## config.mk

```make
export PLATFORM = sky130hd
export DESIGN_NAME = pdic_out_fifo
export DESIGN_NICKNAME = d
export VERILOG_FILES = /design/src/rtl/core/pdic_pkg.sv /design/src/rtl/core/pdic_out_fifo.sv
export SDC_FILE = /design/constraint.sdc
export NUM_CORES = 1
export LEC_CHECK = 0
export ABC_CLOCK_PERIOD_IN_PS = 9100
export BUFFER_PORTS_ARGS = -buffer_cell sky130_fd_sc_hd__buf_2
export CORE_MARGIN = 1.5
export CORE_UTILIZATION = 35
export DETAILED_ROUTE_END_ITERATION = 8
export SYNTH_ARGS = -nofsm -noshare
export SYNTH_HDL_FRONTEND = slang
export SYNTH_SLANG_ARGS = --single-unit
```

## constraint.sdc

```tcl
create_clock -name aclk -period 9.1 [get_ports aclk]
set_input_delay 0.455 -clock aclk [delete_from_list [all_inputs] [get_ports aclk]]
set_output_delay 0.455 -clock aclk [all_outputs]
set_load 0.02 [all_outputs]
```

## src/rtl/core/pdic_pkg.sv

```systemverilog
package pdic_pkg;

    // Field and register widths
    localparam int SAMPLE_W  = 24;
    localparam int GAIN_W    = 16;
    localparam int FRAC_BITS = 8;
    localparam int SUM_W     = 32;
    localparam int DRIVE_W   = 32;
    localparam int DBAND_W   = SAMPLE_W - 1;
    localparam int LIMIT_W   = SUM_W - 1;
    localparam int CFG_IDX_W = 3;
    localparam int CFG_DATA_W = 32;

    // Datapath widths
    localparam int ERR_W  = SAMPLE_W + 1;
    localparam int DERR_W = ERR_W + 1;
    localparam int PROD_P_W = GAIN_W + ERR_W;
    localparam int PROD_I_W = GAIN_W + SUM_W;
    localparam int PROD_D_W = GAIN_W + DERR_W;
    localparam int PROD_MAX_W =
        (PROD_I_W > PROD_D_W) ? ((PROD_I_W > PROD_P_W) ? PROD_I_W : PROD_P_W)
                              : ((PROD_D_W > PROD_P_W) ? PROD_D_W : PROD_P_W);
    localparam int ACC_W = PROD_MAX_W + 2;

    // Round half up before the arithmetic shift
    localparam logic [ACC_W-1:0] ACC_HALF =
        (FRAC_BITS > 0) ? ACC_W'(1) << (FRAC_BITS - 1) : '0;

    // Reset values of the configuration registers
    localparam logic [SAMPLE_W-1:0] TARGET_RST = '0;
    localparam logic [GAIN_W-1:0]   GAIN_RST   = '0;
    localparam logic                MODE_RST   = 1'b1;
    localparam logic [DBAND_W-1:0]  DBAND_RST  = DBAND_W'(2 << FRAC_BITS);
    localparam logic [LIMIT_W-1:0]  LIMIT_RST  = LIMIT_W'(500 << FRAC_BITS);

    // Output queue
    localparam int OUT_DEPTH = 8;
    localparam int OUT_AW    = $clog2(OUT_DEPTH);
    localparam int OUT_CNT_W = $clog2(OUT_DEPTH + 1);

    typedef enum logic [CFG_IDX_W-1:0] {
        CFG_TARGET = 3'd0,
        CFG_GAIN_P = 3'd1,
        CFG_GAIN_I = 3'd2,
        CFG_GAIN_D = 3'd3,
        CFG_MODE   = 3'd4,
        CFG_DBAND  = 3'd5,
        CFG_LIMIT  = 3'd6
    } cfg_index_t;

    localparam logic MODE_PLAIN    = 1'b0;
    localparam logic MODE_DEADBAND = 1'b1;

    typedef struct packed {
        logic push;
        logic pop;
    } q_ctl_t;

endpackage

```

## src/rtl/core/pdic_out_fifo.sv

```systemverilog
module pdic_out_fifo import pdic_pkg::*; (
    input  logic                 aclk,
    input  logic                 aresetn,
    input  q_ctl_t               ctl,
    input  logic [DRIVE_W-1:0]   push_data,
    output logic [DRIVE_W-1:0]   head_data,
    output logic                 not_empty,
    output logic [OUT_CNT_W-1:0] count
);

    logic [DRIVE_W-1:0]   mem_reg [OUT_DEPTH];
    logic [OUT_AW-1:0]    wr_ptr_reg, wr_ptr_next;
    logic [OUT_AW-1:0]    rd_ptr_reg, rd_ptr_next;
    logic [OUT_CNT_W-1:0] count_reg, count_next;
    logic                 do_pop;

    assign do_pop = ctl.pop && (count_reg != '0);

    always_comb begin
        wr_ptr_next = ctl.push ? wr_ptr_reg + 1'b1 : wr_ptr_reg;
        rd_ptr_next = do_pop ? rd_ptr_reg + 1'b1 : rd_ptr_reg;
        count_next  = count_reg + OUT_CNT_W'(ctl.push) - OUT_CNT_W'(do_pop);
    end

    always_ff @(posedge aclk) begin
        if (!aresetn) begin
            wr_ptr_reg <= '0;
            rd_ptr_reg <= '0;
            count_reg  <= '0;
        end else begin
            wr_ptr_reg <= wr_ptr_next;
            rd_ptr_reg <= rd_ptr_next;
            count_reg  <= count_next;
        end
    end

    always_ff @(posedge aclk) begin
        if (ctl.push) begin
            mem_reg[wr_ptr_reg] <= push_data;
        end
    end

    assign head_data = mem_reg[rd_ptr_reg];
    assign not_empty = (count_reg != '0);
    assign count     = count_reg;

    // upstream credit must keep the queue from overrunning
    a_no_overflow: assert property (@(posedge aclk) disable iff (!aresetn)
        ctl.push |-> (count_reg < OUT_CNT_W'(OUT_DEPTH)) || do_pop)
        else $error("output queue overflow");

endmodule

```

* Word-level counts from Yosys, hierarchy flattened
Memories as Yosys holds them, arrays and structs flattened. A register that Yosys moved wholly into a read port is not among the register bits.
Cells that the tools add are included.
** Word-level totals
- Flip-flop bits (word level) :: 10
- Output and inout port bits :: 37
- Memories kept :: 1
- Bits in writable memories :: 256
- Bits of input ports :: 36
- Logic and storage cells :: 14
** Cells by class
- Add/subtract/negate cells :: 4
- Reductions and logical operators :: 2
- Multiplexer cells :: 4
** Memories
- mem_reg :: words 8, width 32, rd ports 1, clocked after memory_dff 1, wr ports 1, RTL line pdic_out_fifo.sv:11 : logic [DRIVE_W-1:0] mem_reg [OUT_DEPTH];
** Operator list (number)
- $add 3x1->3 const B :: 2
- $mux 3 :: 2
- $add 4x1->4 :: 1
- $reduce_bool 4->1 :: 1
- $sub 4x1->4 :: 1
- $mux 1 :: 2
- $logic_and 1x1->1 :: 1

* Depth between registers and ports, before layout
- Word-level depth :: 4
- Gate-level depth with buffers :: 10
- Depth with buffers taken out :: 10

* Least setup slack after synthesis
OpenSTA, ideal clock, no wires.
- Path kind :: input -> register
- Start :: input port ctl[1] (netlist name)
- End :: memory mem_reg[0][0], enable pin
- Data arrival time :: 2755 ps
- Data required time :: 8639 ps
- Stages on the path :: 2
- Path slack :: 5884 ps
- Setup time :: 461 ps
- Path buffers :: 0
- Cell sequence :: nand2b_1 > nor3_1
** Between the ends
- Word-level cells in the longest chain between the ends :: 2
** Ends and longest elaborated chain
- from (decl) :: RTL line pdic_out_fifo.sv:4 : input q_ctl_t ctl,
- $mux 1 :: RTL line pdic_out_fifo.sv:38 : if (ctl.push) begin
- $mux 1 (not written as such) :: RTL line pdic_out_fifo.sv:39 : mem_reg[wr_ptr_reg] <= push_data;
- to (decl) :: RTL line pdic_out_fifo.sv:11
Every way passes these cells.

==> results.cfg <==
[pwr]
vdd_ir_drop_max_mv = 0.167
pwr-share-clk_pct = 38.4
p_comb_share_pct = 14.7
power.share.switching_pct = 24.1
cell_internal_pwr_uw = 2340
p_per_area_mw_per_mm2 = 251
power_frac_seq_pct = 46.9
switchingPower_uw = 741
p_leak_uw = 0.00405

[clock_tree]
clock_path_buffers = 3
cts_setup_buffers = 0
cts_buffers = 28
insertion_delay_ns = 0.53
cts_tree = built
cts_hold_buf = 0
cts.sinks = 269
clockRootBuffer = clkbuf_16
cts_resized = 0
clk_pin_slew_ns = 0.06
h-tree-depth = 1

[critical_path]
reg2reg_depth = 9
path_cells = buf_4 > mux4_1 > mux2_2 > buf_2
slowest_delay_ns = 0.85
r2r_end = count[3]
cp-end-kind = output port
worstSetupPathType = reg -> out
slowest_stage = buf_4
r2r_start = count[2]
cp.required_ns = 8.65
cp_data_arrival_time_ns = 2.90
cp-start-kind = register
crit_fanout = 64
rrSetupSlack_ns = 6.82

[logic_synthesis]
ys_types = 26
synth-warning-count = 0
netlist_top_cells_count = 256 x edfxtp_1, 40 x mux4_1, 32 x mux2_2
yosysTopAreaCell = edfxtp_1
ys_top_cells_by_area = edfxtp_1 74%, mux4_1 10%, mux4_2 5.2%
yosys.cell_count.top_type = edfxtp_1
synth_ff_type = edfxtp_1
syn_inst = 442
synth.top_cell.area_share_pct = 73.7
syn_nets = 485
synthesis.area_per_instance_um2 = 23.6
synth-seq-cells = 269
ys_async_sr_fraction_pct = 0
synth_edf_count = 256
netlist_area_mm2 = 0.0104
yosysSeqAreaShare_pct = 76.2

[detailed_routing]
ant_nets = 0
wire_per_inst_um = 20.9
drt_wl_total_um = 19800
via_per_inst = 4.88
drt_iter0_markers = 397
num_vias = 4626
drc = 0
firstDrtPassIters = 4

[placement]
gp_congestion = 0.673
hpwl_um = 11100
port_buffers = 72

[job]
cap_violations = 0

[global_route]
grt_usage_pct = 13.1
grtUsageMet1_pct = 17.5
top_usage_layer = met2
grt_overflow = 0
grt_max_degree = 65
grt_pass1_wl_um = 30200
antenna_found_initial = 2
grt_util_met3_pct = 2.94
grt_use_met2_pct = 22.0
grt_pass1_vias = 4971

[hold_path]
whs_path_depth = 1
hold_start = push_data[23]
holdPathEnd = mem_reg[7][23]
hp-class = in -> reg

[timing]
hold_viol = 0
rsz0062_at_grt = no
worstMarginPinSlew_ns = 1.13
slew_headroom_pct = 24.4
fin_skew_ns = 0.0142
setup_viol = 0
fin_crit_ns = 3.35
finalSetupTns_ns = 0
min_period_over_period_pct = 36.9
slew_violations = 0
fmax_mhz = 298

[floorplan]
placementRows = 63
initial_utilization_pct = 35.4
core-area_mm2 = 0.0295
die-area_mm2 = 0.0309
fp.dieW_um = 176
boundaryPins = 73
die-height_um = 176

[layout]
seq_area_mm2 = 0.00796
multi_input_area_mm2 = 0.00240
fin_nets = 578
largest_reg_flops = 256
drive_above_1_share_pct = 35.4
area_growth_pct = 17.6
nFillCells = 2567
fin_util_pct = 41.6

[status]
status = finished clean
## area by class of cell
cell class / count / area share (%)
flip-flops and latches: 269 / 64.8
well taps: 390 / 3.98
multi-input cells: 150 / 19.5
repair buffers: 82 / 3.55
clock inverters: 23 / 2.09
diodes: 1 / 0.0204
inverters: 4 / 0.122
clock buffers: 29 / 5.91
## critical path: cells and delay by family, from the launching register on
kind	cells	cell delay, ns
buffers and inverters	2	1.02
muxes	2	1.00
DFF	1	0.33
## how the worst max path moves through the flow
stage             start       endpoint  depth (start not counted)
2_1_floorplan    ctl[1]  mem_reg[0][0]                          2
5_1_grt        register  head_data[26]                          4
4_1_cts        register  head_data[26]                          4
3_3_place_gp   register   head_data[2]                          4
3_5_place_dp   register   head_data[2]                          4
6_report       register  head_data[26]                          4
## power groups by stage
stage / registers, uW / clock network, uW / logic, uW
after floorplan: 1450 / 0 / 344
after detailed placement: 1470 / 0 / 462
after global placement: 1470 / 0 / 451
after CTS: 1450 / 1210 / 464
final: 1440 / 1180 / 454
after global routing: 1450 / 1260 / 492
## logic make-up (layout without fill, tap and decap cells)
family / after synthesis / count (layout) / share of synthesized area [%]
buffers and inverters: 23 / 138 / 1.40
other: 0 / 1 / 0
DFF: 269 / 269 / 76.2
AOI/OAI and AO/OA: 2 / 2 / 0.120
and+or+nand+nor: 33 / 33 / 1.58
muxes: 105 / 105 / 19.6
adders and majority gates: 7 / 7 / 0.911
xor gates and xnor gates: 3 / 3 / 0.252
## metal layers
layer | part of all wire (%) | vias to the layer above
met2 | 50 | 101
met1 | 44 | 2422
met3 | 5.5 | 25
li1 | - | 2078
met4 | 1.3 | 0
met5 | 0 | -
## per-stage QoR
step           hold slack, ns  cells  setup slack, ns  instance area [um2]  total power [uW]
6_report                0.194    948             5.75                12300              3080
5_1_grt                 0.182    947             5.54                12300              3200
4_1_cts                 0.173    947             5.66                12300              3110
3_5_place_dp            0.470    895             6.24                11300              1930
3_3_place_gp            0.463    895             6.27                11300              1920
2_1_floorplan           0.456    442             5.88                10400              1790
## layout by cell type (no fill, tap or decap), drive strengths merged, types with 2 or more instances in the layout
| cell type | synthesis | final |
|---|---|---|
| and2 | 4 | 4 |
| nand2 | 9 | 9 |
| mux2 | 32 | 32 |
| ha | 6 | 6 |
| mux2i | 9 | 9 |
| inv | 4 | 7 |
| dfxtp | 13 | 13 |
| edfxtp | 256 | 256 |
| nor2b | 2 | 2 |
| bufinv | 0 | 5 |
| buf | 17 | 82 |
| clkinv | 0 | 14 |
| nand2b | 6 | 6 |
| clkbuf | 2 | 29 |
| nor3 | 2 | 2 |
| xnor2 | 2 | 2 |
| mux4 | 64 | 64 |
| nor2 | 7 | 7 |
(Power assumes the default switching activity.)
